### src/hw/rtl/cau_pkg.sv
// Shared types, constants and tables of the complex arithmetic unit.
package cau_pkg;

    localparam int DATA_WIDTH_DEF   = 32;
    localparam int FRAC_BITS_DEF    = 16;
    localparam int CORDIC_STEPS_DEF = 24;

    localparam int OP_W   = 3;
    localparam int VAL_W  = 32;
    localparam int ST_W   = 2;
    localparam int LANE_W = 96;   // divide remainder width
    localparam int WIDE_W = 66;   // unsaturated result width
    localparam int Q_W    = 33;   // quotient bits kept
    localparam int VEC_SHIFT = 24;
    localparam int MAX_STEPS = 32;

    localparam logic signed [63:0] ANG_PI      = 64'sd3373259426;
    localparam logic signed [63:0] ANG_HALF_PI = 64'sd1686629713;
    localparam logic signed [63:0] ANG_TWO_PI  = 64'sd6746518852;
    localparam logic signed [63:0] GAIN_INV    = 64'sd652032874;

    typedef enum logic [OP_W-1:0] {
        OP_ADD   = 3'd0,
        OP_SUB   = 3'd1,
        OP_MUL   = 3'd2,
        OP_DIV   = 3'd3,
        OP_NORM  = 3'd4,
        OP_ABS   = 3'd5,
        OP_ARG   = 3'd6,
        OP_POLAR = 3'd7
    } t_op;

    typedef enum logic [ST_W-1:0] {
        ST_OK   = 2'd0,
        ST_OVF  = 2'd1,
        ST_DIV0 = 2'd2
    } t_status;

    // One item in flight. Field use depends on op:
    //   div:   x/y remainders, d divisor, qa/qb quotients, neg_*/ovf_* per component
    //   abs:   x radicand, z root
    //   arg:   x/y vector, z angle
    //   polar: x/y vector, z angle, neg_a angle sign, neg_b half-turn fold
    //   fin:   result already final in x/y (low WIDE_W bits)
    typedef struct packed {
        t_op              op;
        logic             fin;
        t_status          st;
        logic             neg_a;
        logic             neg_b;
        logic             ovf_a;
        logic             ovf_b;
        logic [LANE_W-1:0] x;
        logic [LANE_W-1:0] y;
        logic [63:0]      z;
        logic [63:0]      d;
        logic [Q_W-1:0]   qa;
        logic [Q_W-1:0]   qb;
    } t_lane;

    // atan(2^-i) in Q2.30
    function automatic logic [31:0] atan_q30(input int i);
        logic [31:0] v;
        unique case (i)
            0:  v = 32'h3243F6A8;
            1:  v = 32'h1DAC6705;
            2:  v = 32'h0FADBAFC;
            3:  v = 32'h07F56EA6;
            4:  v = 32'h03FEAB76;
            5:  v = 32'h01FFD55B;
            6:  v = 32'h00FFFAAA;
            7:  v = 32'h007FFF55;
            8:  v = 32'h003FFFEA;
            9:  v = 32'h001FFFFD;
            10: v = 32'h000FFFFF;
            11: v = 32'h0007FFFF;
            12: v = 32'h0003FFFF;
            13: v = 32'h0001FFFF;
            14: v = 32'h0000FFFF;
            15: v = 32'h00007FFF;
            16: v = 32'h00003FFF;
            17: v = 32'h00001FFF;
            18: v = 32'h00000FFF;
            19: v = 32'h000007FF;
            20: v = 32'h000003FF;
            21: v = 32'h000001FF;
            22: v = 32'h000000FF;
            23: v = 32'h0000007F;
            24: v = 32'h0000003F;
            25: v = 32'h0000001F;
            26: v = 32'h0000000F;
            27: v = 32'h00000007;
            28: v = 32'h00000003;
            29: v = 32'h00000001;
            default: v = 32'h00000000;
        endcase
        return v;
    endfunction

    // conditional-subtract steps needed to bring a scaled angle below 2*pi
    function automatic int red_steps(input int frac_bits);
        return (frac_bits >= 29) ? 1 : 29 - frac_bits;
    endfunction

endpackage

### src/hw/rtl/cau_cell.sv
// One cell of the iteration chain: a divide bit, a root bit, a CORDIC step or an angle step.
module cau_cell import cau_pkg::*; #(
    parameter int IDX   = 0,
    parameter int NSTEP = CORDIC_STEPS_DEF,
    parameter int RED   = 13
) (
    input  logic  i_clk,
    input  logic  i_rst_n,
    input  logic  i_en,
    input  logic  i_valid,
    input  t_lane i_lane,
    output logic  o_valid,
    output t_lane o_lane
);

    localparam bit DIV_ON  = IDX < Q_W;
    localparam int DB      = DIV_ON ? Q_W - 1 - IDX : 0;
    localparam bit SQ_ON   = IDX < MAX_STEPS;
    localparam int SQ_SH   = SQ_ON ? 62 - 2 * IDX : 0;
    localparam bit VEC_ON  = IDX < NSTEP;
    localparam int VI      = VEC_ON ? IDX : 0;
    localparam bit RED_ON  = IDX < RED;
    localparam int RS      = RED_ON ? RED - 1 - IDX : 0;
    localparam bit FOLD_ON = IDX == RED;
    localparam bit ROT_ON  = (IDX > RED) && (IDX - RED - 1 < NSTEP);
    localparam int RI      = ROT_ON ? IDX - RED - 1 : 0;

    localparam logic [63:0]        RED_C = 64'(ANG_TWO_PI) << RS;
    localparam logic signed [63:0] VA    = 64'(atan_q30(VI));
    localparam logic signed [63:0] RA    = 64'(atan_q30(RI));

    logic               r_valid;
    t_lane              r_lane, n_lane;
    logic signed [63:0] cx, cy, cz, nx, ny, r;
    logic [LANE_W-1:0]  dsh;
    logic [63:0]        sbit, ssum;

    always_ff @(posedge i_clk) begin
        if (!i_rst_n) begin
            r_valid <= 1'b0;
        end else if (i_en) begin
            r_valid <= i_valid;
        end
    end

    always_ff @(posedge i_clk) begin
        if (i_en) begin
            r_lane <= n_lane;
        end
    end

    always_comb begin
        n_lane = i_lane;
        cx     = $signed(i_lane.x[63:0]);
        cy     = $signed(i_lane.y[63:0]);
        cz     = $signed(i_lane.z);
        nx     = cx;
        ny     = cy;
        r      = cz;
        dsh    = LANE_W'(i_lane.d) << DB;
        sbit   = 64'd1 << SQ_SH;
        ssum   = i_lane.z + sbit;
        if (!i_lane.fin) begin
            unique case (i_lane.op)
                OP_DIV: begin
                    if (DIV_ON) begin
                        if (i_lane.x >= dsh) begin
                            n_lane.x     = i_lane.x - dsh;
                            n_lane.qa[DB] = 1'b1;
                        end
                        if (i_lane.y >= dsh) begin
                            n_lane.y     = i_lane.y - dsh;
                            n_lane.qb[DB] = 1'b1;
                        end
                    end
                end
                OP_ABS: begin
                    if (SQ_ON) begin
                        if (i_lane.x[63:0] >= ssum) begin
                            n_lane.x[63:0] = i_lane.x[63:0] - ssum;
                            n_lane.z       = (i_lane.z >> 1) + sbit;
                        end else begin
                            n_lane.z = i_lane.z >> 1;
                        end
                    end
                end
                OP_ARG: begin
                    if (VEC_ON) begin
                        if (cy >= 0) begin
                            nx = cx + (cy >>> VI);
                            ny = cy - (cx >>> VI);
                            r  = cz + VA;
                        end else begin
                            nx = cx - (cy >>> VI);
                            ny = cy + (cx >>> VI);
                            r  = cz - VA;
                        end
                        n_lane.x[63:0] = nx;
                        n_lane.y[63:0] = ny;
                        n_lane.z       = r;
                    end
                end
                OP_POLAR: begin
                    if (RED_ON) begin
                        if (i_lane.z >= RED_C) begin
                            n_lane.z = i_lane.z - RED_C;
                        end
                    end else if (FOLD_ON) begin
                        // restore sign, wrap into [-pi, pi], fold into [-pi/2, pi/2]
                        r = i_lane.neg_a ? -cz : cz;
                        if (r > ANG_PI) begin
                            r = r - ANG_TWO_PI;
                        end else if (r < -ANG_PI) begin
                            r = r + ANG_TWO_PI;
                        end
                        if (r > ANG_HALF_PI) begin
                            r            = r - ANG_PI;
                            n_lane.neg_b = 1'b1;
                        end else if (r < -ANG_HALF_PI) begin
                            r            = r + ANG_PI;
                            n_lane.neg_b = 1'b1;
                        end
                        n_lane.z = r;
                    end else if (ROT_ON) begin
                        if (cz >= 0) begin
                            nx = cx - (cy >>> RI);
                            ny = cy + (cx >>> RI);
                            r  = cz - RA;
                        end else begin
                            nx = cx + (cy >>> RI);
                            ny = cy - (cx >>> RI);
                            r  = cz + RA;
                        end
                        n_lane.x[63:0] = nx;
                        n_lane.y[63:0] = ny;
                        n_lane.z       = r;
                    end
                end
                default: ;
            endcase
        end
    end

    assign o_valid = r_valid;
    assign o_lane  = r_lane;

endmodule

### config.mk
export PLATFORM = sky130hd
export DESIGN_NAME = cau_cell
export DESIGN_NICKNAME = d
export VERILOG_FILES = /design/src/hw/rtl/cau_pkg.sv /design/src/hw/rtl/cau_cell.sv
export SDC_FILE = /design/constraint.sdc
export NUM_CORES = 2
export LEC_CHECK = 0
export ABC_CLOCK_PERIOD_IN_PS = 6100
export BUFFER_PORTS_ARGS = -buffer_cell sky130_fd_sc_hd__buf_4
export CORE_ASPECT_RATIO = 1.4
export CORE_MARGIN = 2
export CORE_UTILIZATION = 30
export CTS_CLUSTER_DIAMETER = 50
export DETAILED_ROUTE_END_ITERATION = 16
export MAX_ROUTING_LAYER = met4
export PLACE_DENSITY = 0.51
export SLEW_MARGIN = 20
export SYNTH_ARGS = -nofsm -noshare
export SYNTH_HDL_FRONTEND = slang
export SYNTH_SLANG_ARGS = --single-unit
export TNS_END_PERCENT = 10
### constraint.sdc
create_clock -name i_clk -period 6.1 [get_ports i_clk]
set_input_delay 0.61 -clock i_clk [delete_from_list [all_inputs] [get_ports i_clk]]
set_output_delay 0.61 -clock i_clk [all_outputs]
set_load 0.01 [all_outputs]
==> results.sh <==
export IMPL_core_um2=149000
export IMPL_firstDrtPassIters=9
export IMPL_num_io_pins=797
export IMPL_total_power_w=0.0124
export IMPL_synth_top_cell_area_share=0.264
export IMPL_critPathKind="primary input to flip-flop"
export IMPL_ant_nets=0
export IMPL_stdcell_count=8435
export IMPL_p_seq_frac=0.275
export IMPL_grt_pass1_vias=49502
export IMPL_cts_hold_buffers=0
export IMPL_ys_ff_latch=397
export IMPL_cp_max_fo=18
export IMPL_synth_edf_count=396
export IMPL_worst_slew_pin_slew_ns=1.18
export IMPL_clkSinkCount=397
export IMPL_p_per_area_nw_per_um2=223
export IMPL_synth_nets=6528
export IMPL_drt_iter0_markers=4250
export IMPL_placedCellCount=8281
export IMPL_totalWireLength_mm=265
export IMPL_fin_skew_ns=0
export IMPL_clk_pin_slew_ns=0.06
export IMPL_cp_end_kind="flip-flop"
export IMPL_worstSetupStartpointType="primary input"
export IMPL_drc=0
export IMPL_place_area_um2=53400
export IMPL_finalSetupTns_ns=0
export IMPL_min_period_ns=5.12
export IMPL_cts_tree="done"
export IMPL_grt_pass1_wl_mm=369
export IMPL_synth_top_area_cell="edfxtp_1"
export IMPL_ctsResizeCount=0
export IMPL_n_fill_cell=15874
export IMPL_hold_viol_final=0
export IMPL_synth_cell_types=103
export IMPL_clockPowerShare=0.325
export IMPL_die_h_um=463
export IMPL_synth_area_um2=45100
export IMPL_nets=7211
export IMPL_switchingPower_w=0.00510
export IMPL_syn2layout_area_growth_pct=23.7
export IMPL_p_int_w=0.00735
export IMPL_slew_viol_final=0
export IMPL_fin_crit_sh=0.839
export IMPL_async_flop_share=0
export IMPL_relSlewSlack=0.208
export IMPL_cts_buffer_depth=3
export IMPL_crit_arrival_ns=5.54
export IMPL_cts_setup_buffers=0
export IMPL_cts_htree_levels=3
export IMPL_netlist_instances=5715
export IMPL_required_ns=6.52
export IMPL_grt_use_total=0.341
export IMPL_setup_viol_count_final=0
export IMPL_initial_utilization=0.302
export IMPL_wl_per_cell_um=31.4
export IMPL_avgSynthCellArea_um2=7.89
export IMPL_cts_buffers_inserted=70
export IMPL_synth_area_leaders="edfxtp_1 26%, ha_1 11%, a21oi_1 6.8%"
export IMPL_die_w_um=332
export IMPL_clk_latency_ns=0.71
export IMPL_viasPerCell=5.91
export IMPL_grt_max_degree=137
export IMPL_num_rows=168
export IMPL_gp_congestion=1.06
export IMPL_yosysWarnings=0
export IMPL_rsz0062_at_grt="false"
export IMPL_combPwrFrac=0.400
export IMPL_peakVddDrop_mv=0.193
export IMPL_seq_area_frac_synth=0.264
export IMPL_ys_flop_type="edfxtp_1"
export IMPL_io_buffers=796
export IMPL_grt_overflow=0
export IMPL_die_area_um2=154000
export IMPL_drive_gt1_frac=0.181
export IMPL_antenna_found_initial=26
export IMPL_fmax_ghz=0.195
export IMPL_via_count=49878
export IMPL_cts_root_buf="clkbuf_16"
export IMPL_maxCapViolCount=0
export IMPL_stdcell_area_um2=55800
export IMPL_swShare=0.409
export IMPL_hold_class="primary input to flip-flop"
export IMPL_status="complete, no violations"
export IMPL_dp_hpwl_mm=220
export IMPL_p_leak_nw=23.4
[state kept, by name, indices dropped and copies added, names as in the netlist]
signal   count
o_lane     396
o_valid      1
[stage by stage]
step	util	hold WS (ns)	setup slack (ns)
3_3_place_gp	0.357	0.507	0.447
3_5_place_dp	0.357	0.526	0.379
4_1_cts	0.373	0.0278	1.13
2_1_floorplan	-	0.538	0.0402
5_1_grt	0.373	0.0597	0.706
6_report	0.374	0.0720	0.982
[per-layer routing]
layer  up-vias  part of all wire  track usage
met5         -                 0            -
met4         0             0.079        0.229
met3       653             0.070       0.0700
met2      2406              0.49        0.589
met1     24125              0.36        0.348
li1      22694                 -            -
[placed cells by master (no fill, tap or decap), drive strengths merged, types with 38 or more instances in the layout]
cell / instances
buf: 922
a21oi: 615
o21ai: 519
nand2: 516
nor2: 436
ha: 407
inv: 401
edfxtp: 396
xnor2: 277
a21o: 156
nor3: 119
nand4: 112
nand3: 110
o21bai: 100
xor2: 92
clkbuf: 78
nor4: 67
o22ai: 66
a31oi: 59
o21a: 55
nor2b: 54
o31ai: 53
o211ai: 47
a221oi: 46
a211oi: 46
a22oi: 44
and3: 43
nand2b: 42
mux2i: 38
[cell usage after synthesis, types with 24 or more instances]
master	number
nand2_1	515
edfxtp_1	396
a21boi_0	25
a22o_1	24
nand3_1	108
a221oi_1	45
a31oi_1	59
xnor2_1	277
and2_1	25
mux2_2	34
nor2b_1	53
o21bai_1	100
mux2i_1	38
xor2_1	92
o221ai_1	34
buf_1	33
o211ai_1	46
o21a_1	55
o21ai_0	501
inv_1	377
a21oi_1	615
ha_1	407
nor3_1	119
nand4_1	111
nand2b_1	42
nor4_1	67
nor2_1	435
a211oi_1	45
a21o_1	156
o31ai_1	52
and3_1	43
o22ai_1	66
clkbuf_1	255
or3_1	35
a22oi_1	44
[worst paths after layout]
kind	start	slack, ns	cells after the start	to
max	i_lane[91]	0.98	15	o_lane[341]
min	i_lane[129]	0.07	1	o_lane[129]
max reg2reg	o_valid	5.50	2	o_valid
min reg2reg	o_valid	0.53	2	o_valid
[power by group through the flow]
stage / clock network [W] / registers (W) / logic (W)
finish: 0.00405 / 0.00342 / 0.00497
global route: 0.00424 / 0.00344 / 0.00526
CTS: 0.00416 / 0.00343 / 0.00490
detailed placement: 0 / 0.00348 / 0.00488
global placement: 0 / 0.00348 / 0.00491
floorplan: 0 / 0.00354 / 0.00254
[critical path, stage by stage]
cell and delay, ns:
buf_4 0.13, inv_1 0.08, ha_1 0.52, nand2_1 0.27, nor3_1 0.81, nand3_1 0.40, nor4_1 0.37, a211oi_1 0.12
a21oi_1 0.41, buf_4 0.27, or2_2 0.15, nor2b_1 0.17, nand2_1 0.53, a222oi_1 0.53, o21ai_0 0.13
[final cells by class]
cell class                      instances  area (um^2)  area share
Antenna cell                           26         65.1     0.00117
Inverter                              386         1450      0.0260
Tap cell                             1955         2450      0.0438
Multi-Input combinational cell       4620        30600       0.549
Clock buffer                           77         1820      0.0326
Sequential cell                       397        11900       0.213
Timing Repair Buffer                  923         6990       0.125
Clock inverter                         51          513     0.00919
[cells by family after synthesis]
logic type,share of synthesized area
AO/OA/AOI/OAI,0.299
XOR/XNOR,0.0716
adder cells (fa/ha/maj),0.116
buffers and inverters,0.0589
flip-flops,0.264
multiplexers,0.0169
AND/OR/NAND/NOR,0.174
Note: power is estimated with default switching activity, not from simulation.
