<file path="src/hw/rtl/cau_pkg.sv">
// Shared types, constants and tables of the complex arithmetic unit.
package cau_pkg;

    localparam int DATA_WIDTH_DEF   = 32;
    localparam int FRAC_BITS_DEF    = 16;
    localparam int CORDIC_STEPS_DEF = 24;

    localparam int OP_W   = 3;
    localparam int VAL_W  = 32;
    localparam int ST_W   = 2;
    localparam int LANE_W = 96;   // divide remainder width
    localparam int WIDE_W = 66;   // unsaturated result width
    localparam int Q_W    = 33;   // quotient bits kept
    localparam int VEC_SHIFT = 24;
    localparam int MAX_STEPS = 32;

    localparam logic signed [63:0] ANG_PI      = 64'sd3373259426;
    localparam logic signed [63:0] ANG_HALF_PI = 64'sd1686629713;
    localparam logic signed [63:0] ANG_TWO_PI  = 64'sd6746518852;
    localparam logic signed [63:0] GAIN_INV    = 64'sd652032874;

    typedef enum logic [OP_W-1:0] {
        OP_ADD   = 3'd0,
        OP_SUB   = 3'd1,
        OP_MUL   = 3'd2,
        OP_DIV   = 3'd3,
        OP_NORM  = 3'd4,
        OP_ABS   = 3'd5,
        OP_ARG   = 3'd6,
        OP_POLAR = 3'd7
    } t_op;

    typedef enum logic [ST_W-1:0] {
        ST_OK   = 2'd0,
        ST_OVF  = 2'd1,
        ST_DIV0 = 2'd2
    } t_status;

    // One item in flight. Field use depends on op:
    //   div:   x/y remainders, d divisor, qa/qb quotients, neg_*/ovf_* per component
    //   abs:   x radicand, z root
    //   arg:   x/y vector, z angle
    //   polar: x/y vector, z angle, neg_a angle sign, neg_b half-turn fold
    //   fin:   result already final in x/y (low WIDE_W bits)
    typedef struct packed {
        t_op              op;
        logic             fin;
        t_status          st;
        logic             neg_a;
        logic             neg_b;
        logic             ovf_a;
        logic             ovf_b;
        logic [LANE_W-1:0] x;
        logic [LANE_W-1:0] y;
        logic [63:0]      z;
        logic [63:0]      d;
        logic [Q_W-1:0]   qa;
        logic [Q_W-1:0]   qb;
    } t_lane;

    // atan(2^-i) in Q2.30
    function automatic logic [31:0] atan_q30(input int i);
        logic [31:0] v;
        unique case (i)
            0:  v = 32'h3243F6A8;
            1:  v = 32'h1DAC6705;
            2:  v = 32'h0FADBAFC;
            3:  v = 32'h07F56EA6;
            4:  v = 32'h03FEAB76;
            5:  v = 32'h01FFD55B;
            6:  v = 32'h00FFFAAA;
            7:  v = 32'h007FFF55;
            8:  v = 32'h003FFFEA;
            9:  v = 32'h001FFFFD;
            10: v = 32'h000FFFFF;
            11: v = 32'h0007FFFF;
            12: v = 32'h0003FFFF;
            13: v = 32'h0001FFFF;
            14: v = 32'h0000FFFF;
            15: v = 32'h00007FFF;
            16: v = 32'h00003FFF;
            17: v = 32'h00001FFF;
            18: v = 32'h00000FFF;
            19: v = 32'h000007FF;
            20: v = 32'h000003FF;
            21: v = 32'h000001FF;
            22: v = 32'h000000FF;
            23: v = 32'h0000007F;
            24: v = 32'h0000003F;
            25: v = 32'h0000001F;
            26: v = 32'h0000000F;
            27: v = 32'h00000007;
            28: v = 32'h00000003;
            29: v = 32'h00000001;
            default: v = 32'h00000000;
        endcase
        return v;
    endfunction

    // conditional-subtract steps needed to bring a scaled angle below 2*pi
    function automatic int red_steps(input int frac_bits);
        return (frac_bits >= 29) ? 1 : 29 - frac_bits;
    endfunction

endpackage

</file>
<file path="src/hw/rtl/cau_back.sv">
// Back end: per-operation finishing (sign, rounding) and output saturation register.
module cau_back import cau_pkg::*; #(
    parameter int FRAC_BITS = FRAC_BITS_DEF,
    parameter int SAT_BITS  = DATA_WIDTH_DEF
) (
    input  logic                    i_clk,
    input  logic                    i_rst_n,
    input  logic                    i_en,
    input  logic                    i_valid,
    input  t_lane                   i_lane,
    output logic                    o_valid,
    output logic signed [VAL_W-1:0] o_res_re,
    output logic signed [VAL_W-1:0] o_res_im,
    output logic [ST_W-1:0]         o_status
);

    localparam int SH = 30 - FRAC_BITS;
    localparam logic signed [63:0] RND = (SH > 0) ? (64'sd1 <<< (SH - 1)) : 64'sd0;
    localparam logic signed [63:0] RND30 = 64'sd1 <<< 29;
    localparam logic signed [WIDE_W-1:0] QOVF = WIDE_W'(1) <<< Q_W;
    localparam logic signed [WIDE_W-1:0] SAT_HI = (WIDE_W'(1) <<< (SAT_BITS - 1)) - 1;
    localparam logic signed [WIDE_W-1:0] SAT_LO = -SAT_HI - 1;

    logic                     r_d_valid, r_e_valid;
    logic signed [WIDE_W-1:0] r_d_re, r_d_im, n_re, n_im;
    t_status                  r_d_st;
    logic signed [VAL_W-1:0]  r_e_re, r_e_im;
    t_status                  r_e_st;

    logic signed [WIDE_W-1:0] qw_a, qw_b, s_re, s_im;
    logic signed [63:0]       cx, cy, cz;
    logic                     ovf;

    always_ff @(posedge i_clk) begin
        if (!i_rst_n) begin
            r_d_valid <= 1'b0;
            r_e_valid <= 1'b0;
        end else if (i_en) begin
            r_d_valid <= i_valid;
            r_e_valid <= r_d_valid;
        end
    end

    always_comb begin
        cx   = $signed(i_lane.x[63:0]);
        cy   = $signed(i_lane.y[63:0]);
        cz   = $signed(i_lane.z);
        qw_a = i_lane.ovf_a ? QOVF : $signed(WIDE_W'(i_lane.qa));
        qw_b = i_lane.ovf_b ? QOVF : $signed(WIDE_W'(i_lane.qb));
        n_re = '0;
        n_im = '0;
        if (i_lane.fin) begin
            n_re = $signed(i_lane.x[WIDE_W-1:0]);
            n_im = $signed(i_lane.y[WIDE_W-1:0]);
        end else begin
            unique case (i_lane.op)
                OP_DIV: begin
                    n_re = i_lane.neg_a ? -qw_a : qw_a;
                    n_im = i_lane.neg_b ? -qw_b : qw_b;
                end
                OP_ABS: n_re = $signed(WIDE_W'(i_lane.z));
                OP_ARG: n_re = WIDE_W'((cz + RND) >>> SH);
                OP_POLAR: begin
                    if (i_lane.neg_b) begin
                        cx = -cx;
                        cy = -cy;
                    end
                    n_re = WIDE_W'((cx + RND30) >>> 30);
                    n_im = WIDE_W'((cy + RND30) >>> 30);
                end
                default: ;
            endcase
        end
    end

    always_comb begin
        ovf  = 1'b0;
        s_re = r_d_re;
        s_im = r_d_im;
        if (r_d_re > SAT_HI) begin
            s_re = SAT_HI;
            ovf  = 1'b1;
        end else if (r_d_re < SAT_LO) begin
            s_re = SAT_LO;
            ovf  = 1'b1;
        end
        if (r_d_im > SAT_HI) begin
            s_im = SAT_HI;
            ovf  = 1'b1;
        end else if (r_d_im < SAT_LO) begin
            s_im = SAT_LO;
            ovf  = 1'b1;
        end
    end

    always_ff @(posedge i_clk) begin
        if (i_en) begin
            r_d_re <= n_re;
            r_d_im <= n_im;
            r_d_st <= i_lane.st;
            r_e_re <= s_re[VAL_W-1:0];
            r_e_im <= s_im[VAL_W-1:0];
            r_e_st <= (r_d_st == ST_OK && ovf) ? ST_OVF : r_d_st;
        end
    end

    assign o_valid  = r_e_valid;
    assign o_res_re = r_e_re;
    assign o_res_im = r_e_im;
    assign o_status = r_e_st;

endmodule

</file>
<file path="config.mk">
export PLATFORM = sky130hd
export DESIGN_NAME = cau_back
export DESIGN_NICKNAME = d
export VERILOG_FILES = /design/src/hw/rtl/cau_pkg.sv /design/src/hw/rtl/cau_back.sv
export SDC_FILE = /design/constraint.sdc
export NUM_CORES = 1
export LEC_CHECK = 0
export BUFFER_PORTS_ARGS = -buffer_cell sky130_fd_sc_hd__buf_2
export CAP_MARGIN = 25
export CORE_MARGIN = 10
export CORE_UTILIZATION = 52
export DETAILED_ROUTE_END_ITERATION = 8
export MAX_ROUTING_LAYER = met4
export PLACE_DENSITY = 0.8
export REMOVE_ABC_BUFFERS = 1
export SYNTH_ARGS = -nofsm -noshare
export SYNTH_HDL_FRONTEND = slang
export SYNTH_SLANG_ARGS = --single-unit
</file>
<file path="constraint.sdc">
create_clock -name i_clk -period 8.47 [get_ports i_clk]
set_input_delay 1.2705 -clock i_clk [delete_from_list [all_inputs] [get_ports i_clk]]
set_output_delay 1.2705 -clock i_clk [all_outputs]
set_load 0.005 [all_outputs]
</file>
==> impl_metrics.toml, run 1 <==
[routing]
via_per_inst = 6.552
antenna_left = 0
drt_iter0_markers = 2177
routed_wl_um = 64170
wire_per_inst_um = 24.84
firstDrtPassIters = 8
drc = 0
vias = 16920

[placed_design]
preCtsSetupSlack_ns = 2.141
dp_hpwl_um = 49850
io_buffers = 342
place_inst = 2530
routabilityCongestion = 1.014
dpl_cell_area_sq_mm = 0.01809

[layout]
final_common_cell = "buf_2"
postLayoutCoreUtil = 0.6171
final_cell_mix = "buf_2, nand2_1, edfxtp_1"
fin_area_sq_mm = 0.01888
fin_cells = 2583
drive_gt1_frac = 0.1985
syn2layout_area_growth_pct = 16.90
nets = 2564

[clock_tree]
cts_made_buffers = 22
postCtsSetupBuffers = 0
ctsResizeCount = 0
htreeDepth = 1
cts_buffer_depth = 3
ctsHoldBuffers = 0
path_clk_slew_ns = 0.06
clock_sinks = 202
clock_latency_ns = 0.51
clockRootBuffer = "clkbuf_16"
tritoncts = "built"

[synth]
seq_area_frac_synth = 0.3744
synth_cells = 1897
synth.largest_area_cell = "edfxtp_1"
ys_ff_latch = 202
yosysUniqueCellTypes = 80
ys_warn_count = 0
syn_avg_cell_area_sq_um = 8.513
ys_dominant_reg_cell = "edfxtp_1"
syn-cell-area_sq_mm = 0.01615
synth_top_area_frac = 0.3719
synth.area.top_cells = "edfxtp_1, nand2_1, xnor2_1"
synthArstFlopShare = 0
synth_edf_count = 200

[setup_path]
start_kind = "primary input"
critPathRequiredTime_ns = 8.73
critPathCaptureType = "register"
r2r-end = "o_status[0]$_SDFFCE_PP1P_"
reg2reg_setup_slack_ns = 6.04
ff2ff_path_depth = 7
critPathArrivalTime_ns = 6.20
worstPathMaxFanout = 6
crit_type = "primary input to register"
r2r-start = "r_d_im[65]$_DFFE_PP_"

[floorplanning]
core_area_sq_mm = 0.03059
start_util = 0.5279
ios = 467
dieWidth_um = 196.2
fp.dieH_um = 196.2
die-area_sq_mm = 0.03850
row_count = 64

[job]
drv_cap = 0

[timing]
slew_viol_final = 0
finClkSkew_ns = 0.01513
worst_pin_slew_ns = 1.261
finalHoldViolCount = 0
max_freq_mhz = 168.5
rsz0062_at_grt = "no"
tns_ns = 0
fin_crit_ns = 5.935
worst_slew_margin_rel = 0.1486
setup_viol = 0
layout_worst_path_cycle_share = 0.7007
setup_slack_ns = 2.535

[global_route]
first_global_vias = 16180
grt_max_degree = 132
overflow = 0
grt_pass1_wl_um = 95990
grt_usage = 0.3233
antenna_found_initial = 13

[power_and_ir_drop]
power.density_mw_per_mm2 = 151.2
ir_drop_uv = 114.0
p_leak_nw = 7.107

[worst_hold_path]
whs_path_depth = 0
min_to = "o_status[1]$_SDFFCE_PP0P_"
hold_class = "register to register"
hold_path_startpoint = "r_d_st[1]$_DFFE_PP_"

[status]
status = "finished, final reports clean"
==> report_power, final <==
part,internal [mW],switching (mW),total [mW]
clock,0.593,0.382,0.975
combinational,0.233,0.405,0.638
sequential,1.21,0.0360,1.24
==> layer usage <==
metal  track usage  share of wire  wire length, um
met1        0.3984           0.39            24810
met4       0.09106          0.029             1842
met2        0.5212           0.47            30390
met3       0.07553           0.11             7129
met5             -              0                0
==> worst max-delay path, cell delays in order <==
cell	delay, ns
buf_2	0.16
nor4_1	0.49
nand3_1	0.35
or4_1	0.51
nand2_1	0.10
xnor2_1	0.13
ha_1	0.22
nand2_1	0.06
mux2_2	0.29
nor4_1	0.54
nor3b_1	0.73
nand4b_1	0.47
or3_1	0.45
or2_0	0.21
a31o_1	0.21
==> sequential cells by signal, summed over array words and instances (netlist names) <==
register   count
o_status       2
r_d_st         2
r_d_valid      1
o_valid        1
r_d_im        66
o_res_re      32
o_res_im      32
r_d_re        66
==> per-stage QoR <==
step / hold slack (ns) / total power [mW]
after global placement: 0.4342 / 1.870
final: 0.4543 / 2.854
after floorplan: 0.4273 / 1.554
after CTS: 0.4527 / 2.855
after global routing: 0.4555 / 2.960
after detailed placement: 0.4395 / 1.882
==> synth_stat cells, types with 13 or more instances <==
cell type,count
nand2_1,331
edfxtp_1,200
nor2_1,132
xnor2_1,113
clkbuf_1,108
o21ai_0,104
xor2_1,86
nor4_1,64
nand3_1,56
a21oi_1,55
a22oi_1,52
nor3_1,50
nand4_1,45
o31ai_1,38
or3_1,28
nor2b_1,27
a22o_1,26
nand2b_1,26
and3_1,24
o41ai_1,24
a221o_1,22
inv_1,22
or4_1,20
mux2i_1,16
or2_2,14
a222oi_1,13
==> how the worst max path moves through the flow <==
stage / start / end / slack (ns) / cells past startpoint
after floorplan: i_lane[227] / r_d_im[63]$_DFFE_PP_ / 2.92 / 10
after global placement: i_lane[312] / r_d_re[23]$_DFFE_PP_ / 2.21 / 15
after detailed placement: i_lane[312] / r_d_re[23]$_DFFE_PP_ / 2.14 / 15
after CTS: i_lane[312] / r_d_re[23]$_DFFE_PP_ / 2.68 / 15
after global routing: i_lane[312] / r_d_re[23]$_DFFE_PP_ / 2.19 / 15
final: i_lane[312] / r_d_re[23]$_DFFE_PP_ / 2.54 / 15
==> layout make-up <==
cell class                      instances  area (sq um)
Inverter                               25         93.84
Tap cell                              396         495.5
Fill cell                            2715         11710
Antenna cell                           16         40.04
Clock inverter                         12         165.2
Multi-Input combinational cell       1542          9554
Timing Repair Buffer                  366          1926
Sequential cell                       202          6046
Clock buffer                           24         558.0
==> cell families after synthesis <==
logic type      Yosys count  synth area share
simple gates            867            0.2649
compound gates          453            0.2011
flops                   202            0.3744
xor+xnor                199            0.1079
buf+inv                 153           0.03657
mux                      18           0.01131
fa+ha+maj                 5          0.003874
(Power assumes the default switching activity.)
==> inputs of run 2 (changes only) <==
==> constraint.sdc (replaced) <==
create_clock -name i_clk -period 5.9 [get_ports i_clk]
set_input_delay 0.885 -clock i_clk [delete_from_list [all_inputs] [get_ports i_clk]]
set_output_delay 0.885 -clock i_clk [all_outputs]
set_load 0.005 [all_outputs]
==> run 2 against run 1 <==
Against the previous run: worst hold slack improved by 0.028 ns; sequential share of layout area fell by 0.26 points; flip-flop and latch count did not move; die area did not move; via count rose by 0.55%; final cell count rose by 0.77%; wire length fell by 0.24%; count of clock-buffer cells in the layout rose by 7; total power rose by 46%; global-route usage barely moved; critical path depth fell by 3; cell area rose by 0.82%; critical path type unchanged; critical endpoint is now r_d_re[38]$_DFFE_PP_.
==> impl_metrics.toml, run 2 (same netlist as run 1, synthesis figures left out) <==
[floorplanning]
row_count = 64
dieWidth_um = 196.2
ios = 467
fp.dieH_um = 196.2
core_area_sq_mm = 0.03059
start_util = 0.5279
die-area_sq_mm = 0.03850

[timing]
max_freq_mhz = 200.8
fin_worst_hold_slack_ns = 0.4821
rsz0062_at_grt = "no"
tns_ns = 0
worst_slew_margin_rel = 0.3333
finalHoldViolCount = 0
finClkSkew_ns = 0.01829
setup_viol = 0
layout_worst_path_cycle_share = 0.8442
worst_pin_slew_ns = 1.000
fin_crit_ns = 4.981
slew_viol_final = 0

[layout]
reg.largest.list = "r_d_im x66, r_d_re x66"
final_cell_mix = "buf_2, nand2_1, edfxtp_1"
nets = 2582
postLayoutCoreUtil = 0.6222
fin_cells = 2603
final_common_cell = "buf_2"
drive_gt1_frac = 0.2054
fill_cells = 2712
syn2layout_area_growth_pct = 17.85

[clock_tree]
clock_sinks = 202
path_clk_slew_ns = 0.06
cts_buffer_depth = 3
cts_made_buffers = 22
tritoncts = "built"
postCtsSetupBuffers = 0
clock_latency_ns = 0.52
ctsHoldBuffers = 0
ctsResizeCount = 0
htreeDepth = 1
clockRootBuffer = "clkbuf_16"

[global_route]
antenna_found_initial = 16
grt_usage = 0.3236
grt_pass1_wl_um = 96050
overflow = 0
first_global_vias = 16460
grt_max_degree = 85

[setup_path]
critPathRequiredTime_ns = 6.17
r2r-end = "o_status[0]$_SDFFCE_PP1P_"
r2r-start = "r_d_im[65]$_DFFE_PP_"
crit_path_cell_trace = "buf_2, nor4_1, and3_1, nand4_1, o41ai_1, xor2_1, or3_1, or4b_1, o31ai_4, buf_4, nand3_1, a22o_1"
critPathArrivalTime_ns = 5.25
worst_path_max_delay_cell = "or4b_1"
slowest_delay_ns = 0.73
start_kind = "primary input"
ff2ff_path_depth = 7
reg2reg_setup_slack_ns = 3.28
crit_type = "primary input to register"
worstPathMaxFanout = 10
critPathCaptureType = "register"

[power_and_ir_drop]
sw_frac_of_total = 0.2876
pwr-share-comb = 0.219
p_leak_nw = 7.203
design_power_total_mw = 4.180
intPower_mw = 2.978
switching_power_mw = 1.202
ir_drop_uv = 199.6
seqPwrFrac = 0.427
power.density_mw_per_mm2 = 219.6
clkPwrFrac = 0.355

[routing]
vias = 17020
drc = 0
via_per_inst = 6.537
firstDrtPassIters = 6
routed_wl_um = 64020
drt_iter0_markers = 2188
antenna_left = 0
wire_per_inst_um = 24.60

[worst_hold_path]
hold_class = "register to register"
min_to = "o_status[1]$_SDFFCE_PP0P_"
whs_path_depth = 0
hold_path_startpoint = "r_d_st[1]$_DFFE_PP_"

[placed_design]
routabilityCongestion = 1.040
dp_hpwl_um = 50190
place_inst = 2549
io_buffers = 342

[status]
status = "finished, final reports clean"

[job]
drv_cap = 0
run 2: metal layers:
layer,vias to the layer above,track usage,part of all wire
met2,1083,0.5252,0.47
met3,159,0.07570,0.11
met4,0,0.1168,0.038
met1,8035,0.3863,0.38
met5,-,-,0
li1,7740,-,-
run 2: worst max-delay path, delay by kind of cell:
| kind | cells | cell delay (ns) |
|---|---|---|
| XOR/XNOR | 1 | 0.16 |
| AO/OA/AOI/OAI | 3 | 1.27 |
| buffers and inverters | 2 | 0.37 |
| AND/OR/NAND/NOR | 6 | 2.55 |
run 2: how the worst max path moves through the flow:
stage	depth (start not counted)	endpoint	from
3_5_place_dp	11	r_d_re[52]$_DFFE_PP_	i_lane[318]
3_3_place_gp	12	r_d_re[38]$_DFFE_PP_	i_lane[318]
6_report	12	r_d_re[38]$_DFFE_PP_	i_lane[318]
2_1_floorplan	10	r_d_im[63]$_DFFE_PP_	i_lane[227]
4_1_cts	11	r_d_re[52]$_DFFE_PP_	i_lane[318]
5_1_grt	12	r_d_re[38]$_DFFE_PP_	i_lane[318]
run 2: area by class of cell:
type                       instances  area, sq um  area share
clock buffer                      31        625.6     0.03287
tap                              396        495.5     0.02603
sequential                       202         6046      0.3177
inverter                          25        93.84    0.004931
multi-input combinational       1542         9554      0.5020
clock inverter                     7        136.4    0.007166
timing repair buffer             384         2041      0.1072
antenna                           16        40.04    0.002104
run 2: power by group through the flow:
| stage | registers, mW | logic (mW) | clock network [mW] |
|---|---|---|---|
| finish | 1.78 | 0.914 | 1.48 |
| global route | 1.79 | 0.985 | 1.55 |
| CTS | 1.78 | 0.897 | 1.50 |
| detailed placement | 1.81 | 0.893 | 0 |
| global placement | 1.81 | 0.880 | 0 |
| floorplan | 1.80 | 0.433 | 0 |
run 2: metrics by stage:
stage / area [sq um] / setup WS [ns]
after floorplan: 15650 / 0.7373
after global placement: 18230 / 0.5011
after detailed placement: 18230 / 0.4778
after CTS: 18990 / 1.001
after global routing: 19030 / 0.6551
final: 19030 / 0.9195
==> inputs of run 3 (changes only) <==
--- a/config.mk
+++ b/config.mk
@@ -5,13 +5,14 @@
 export SDC_FILE = /design/constraint.sdc
 export NUM_CORES = 1
 export LEC_CHECK = 0
+export ABC_AREA = 1
 export BUFFER_PORTS_ARGS = -buffer_cell sky130_fd_sc_hd__buf_2
 export CAP_MARGIN = 25
 export CORE_MARGIN = 10
 export CORE_UTILIZATION = 52
 export DETAILED_ROUTE_END_ITERATION = 8
 export MAX_ROUTING_LAYER = met4
-export PLACE_DENSITY = 0.8
+export PLACE_DENSITY = 0.78
 export REMOVE_ABC_BUFFERS = 1
 export SYNTH_ARGS = -nofsm -noshare
 export SYNTH_HDL_FRONTEND = slang
==> constraint.sdc (replaced) <==
create_clock -name i_clk -period 5.05 [get_ports i_clk]
set_input_delay 0.7575 -clock i_clk [delete_from_list [all_inputs] [get_ports i_clk]]
set_output_delay 0.7575 -clock i_clk [all_outputs]
set_load 0.005 [all_outputs]
==> run 3 against run 2 <==
Against the previous run: global-route usage grew 2.3 points; clock power is essentially flat; non-clock buffer count shrank 18; via count grew 38%; combinational power grew 33%; synthesized area grew 23%; first-iteration DRC count grew 30%; sequential share of layout area shrank 5.2 points; count of clock-buffer cells in the layout shrank 7; clock skew grew 0.014 ns; die area grew 21%.
==> impl_metrics.toml, run 3 <==
[power_and_ir_drop]
power.density_mw_per_mm2 = 212.1
p_leak_nw = 10.61
ir_drop_uv = 177.9

[clock_tree]
postCtsSetupBuffers = 0
path_clk_slew_ns = 0.06
htreeDepth = 1
ctsResizeCount = 0
clockRootBuffer = "clkbuf_16"
cts_buffer_depth = 3
cts_made_buffers = 20
tritoncts = "built"
clock_sinks = 202
clock_latency_ns = 0.52
ctsHoldBuffers = 0

[floorplanning]
start_util = 0.5275
ios = 467
fp.dieH_um = 215.7
row_count = 71
dieWidth_um = 215.7
core_area_sq_mm = 0.03776
die-area_sq_mm = 0.04653

[timing]
fin_crit_ns = 3.437
setup_viol = 0
tns_ns = 0
max_freq_mhz = 291.0
layout_worst_path_cycle_share = 0.6805
finalHoldViolCount = 0
rsz0062_at_grt = "no"
finClkSkew_ns = 0.03239
worst_pin_slew_ns = 0.9498
worst_slew_margin_rel = 0.3630
slew_viol_final = 0

[synth]
synth.largest_area_cell = "edfxtp_1"
synth_edf_count = 200
seq_area_frac_synth = 0.3036
syn_avg_cell_area_sq_um = 5.954
ys_warn_count = 0
synth_top_area_frac = 0.3015
ys_ff_latch = 202
ys_dominant_reg_cell = "edfxtp_1"
synth_common_cells = "nand2_1, nor2_1, inv_1, nand3_1, edfxtp_1"
synthArstFlopShare = 0
syn-cell-area_sq_mm = 0.01992
synth_cells = 3345
synth.most_common_cell = "nand2_1"
synth.area.top_cells = "edfxtp_1, nand2_1, nor2_1"
yosysUniqueCellTypes = 56

[routing]
routed_wl_um = 82140
vias = 23460
wire_per_inst_um = 19.68
firstDrtPassIters = 6
via_per_inst = 5.621
drt_iter0_markers = 2841
antenna_left = 0
drc = 0

[placed_design]
io_buffers = 342
routabilityCongestion = 1.094
dp_hpwl_um = 68020
dpl_cell_area_sq_mm = 0.02201

[layout]
drive_gt1_frac = 0.1498
nets = 4036
fill_cells = 3801
final_common_cell = "nand2_1"
syn2layout_area_growth_pct = 14.21
fin_area_sq_mm = 0.02275
final_cell_mix = "nand2_1, nor2_1, buf_2"
reg.largest.list = "r_d_im x66, r_d_re x66"

[global_route]
grt_max_degree = 139
grt_pass1_wl_um = 123100
overflow = 0
first_global_vias = 20950
grt_usage = 0.3461
antenna_found_initial = 17

[setup_path]
reg2reg_setup_slack_ns = 2.14
worstPathMaxFanout = 12
crit_type = "primary input to register"
critPathArrivalTime_ns = 3.69
critPathRequiredTime_ns = 5.30
ff2ff_path_depth = 8
start_kind = "primary input"
critPathCaptureType = "register"
r2r-start = "r_d_re[56]$_DFFE_PP_"
r2r-end = "o_status[0]$_SDFFCE_PP1P_"

[job]
drv_cap = 0

[worst_hold_path]
hold_path_startpoint = "i_lane[391]"
min_to = "r_d_st[1]$_DFFE_PP_"
whs_path_depth = 1
hold_class = "primary input to register"

[status]
status = "finished, final reports clean"
## run 3: cell count changes after synthesis, moves of 77 or more
cell	delta
inv_1	+273
nand2_1	+1045
nand3_1	+201
nor2_1	+362
xnor2_1	-111
xor2_1	-77
## run 3: worst max path at each step
stage                      startpoint  slack, ns  depth (start not counted)              endpoint
after floorplan           i_lane[394]       0.76                          8  r_d_re[52]$_DFFE_PP_
after global placement    i_lane[201]       1.30                         20  r_d_im[17]$_DFFE_PP_
final                     i_lane[387]       1.61                         16  r_d_re[44]$_DFFE_PP_
after global routing      i_lane[387]       1.30                         19  r_d_re[28]$_DFFE_PP_
after detailed placement  i_lane[387]       1.23                         16  r_d_re[44]$_DFFE_PP_
after CTS                 i_lane[387]       1.76                         16  r_d_re[44]$_DFFE_PP_
## run 3: power breakdown
| group | leakage, nW | switching [mW] | internal, mW |
|---|---|---|---|
| combinational | 8.35 | 0.853 | 0.371 |
| clock | 0.320 | 0.635 | 0.873 |
| sequential | 1.94 | 0.0623 | 2.03 |
## run 3: routing by layer
metal | global-route usage | vias up | wire length (um)
li1 | - | 11430 | -
met1 | 0.4548 | 10490 | 33760
met2 | 0.5166 | 1346 | 35730
met3 | 0.06853 | 198 | 9167
met4 | 0.1338 | 0 | 3486
met5 | - | - | 0
## run 3: logic make-up (layout without fill, tap and decap cells)
kind of cell             count (synthesis)  in the layout  synth area share
AO/OA/AOI/OAI                          291            291           0.08380
XOR/XNOR                                11             11          0.004838
adder cells (fa/ha/maj)                  5              5          0.003141
buffers and inverters                  406            706           0.08110
flip-flops                             202            202            0.3036
other                                    0             17                 0
AND/OR/NAND/NOR                       2430           2430            0.5236
## run 3: through the flow
step / worst slack (ns) / instances / utilization / total power, mW / hold slack, ns
floorplan: 0.7616 / 3243 / - / 2.742 / 0.4270
global placement: 1.303 / 4119 / 0.5829 / 3.305 / 0.4387
detailed placement: 1.228 / 4119 / 0.5829 / 3.315 / 0.4380
CTS: 1.763 / 4155 / 0.6006 / 4.804 / 0.4227
global route: 1.302 / 4173 / 0.6025 / 5.036 / 0.4294
finish: 1.613 / 4173 / 0.6025 / 4.826 / 0.4374
## run 3: critical path: stages
cell	delay (ns)
buf_2	0.16
inv_2	0.12
nand2_1	0.15
ha_1	0.23
nand3_1	0.11
nor2_1	0.23
nand4_1	0.21
nor2_1	0.42
nand3_1	0.15
nand2_1	0.28
inv_1	0.28
a21oi_1	0.18
o21a_1	0.20
nand2_1	0.07
nand2_1	0.07
o21ai_0	0.08
## run 3: cell type report
class / count / area (sq um) / share of cell area
repair buffers: 366 / 1926 / 0.08465
diodes: 17 / 42.54 / 0.001870
well taps: 511 / 639.4 / 0.02811
flip-flops and latches: 202 / 6046 / 0.2658
inverters: 304 / 1142 / 0.05022
clock inverters: 12 / 133.9 / 0.005886
clock buffers: 24 / 536.8 / 0.02360
multi-input cells: 2737 / 12280 / 0.5399
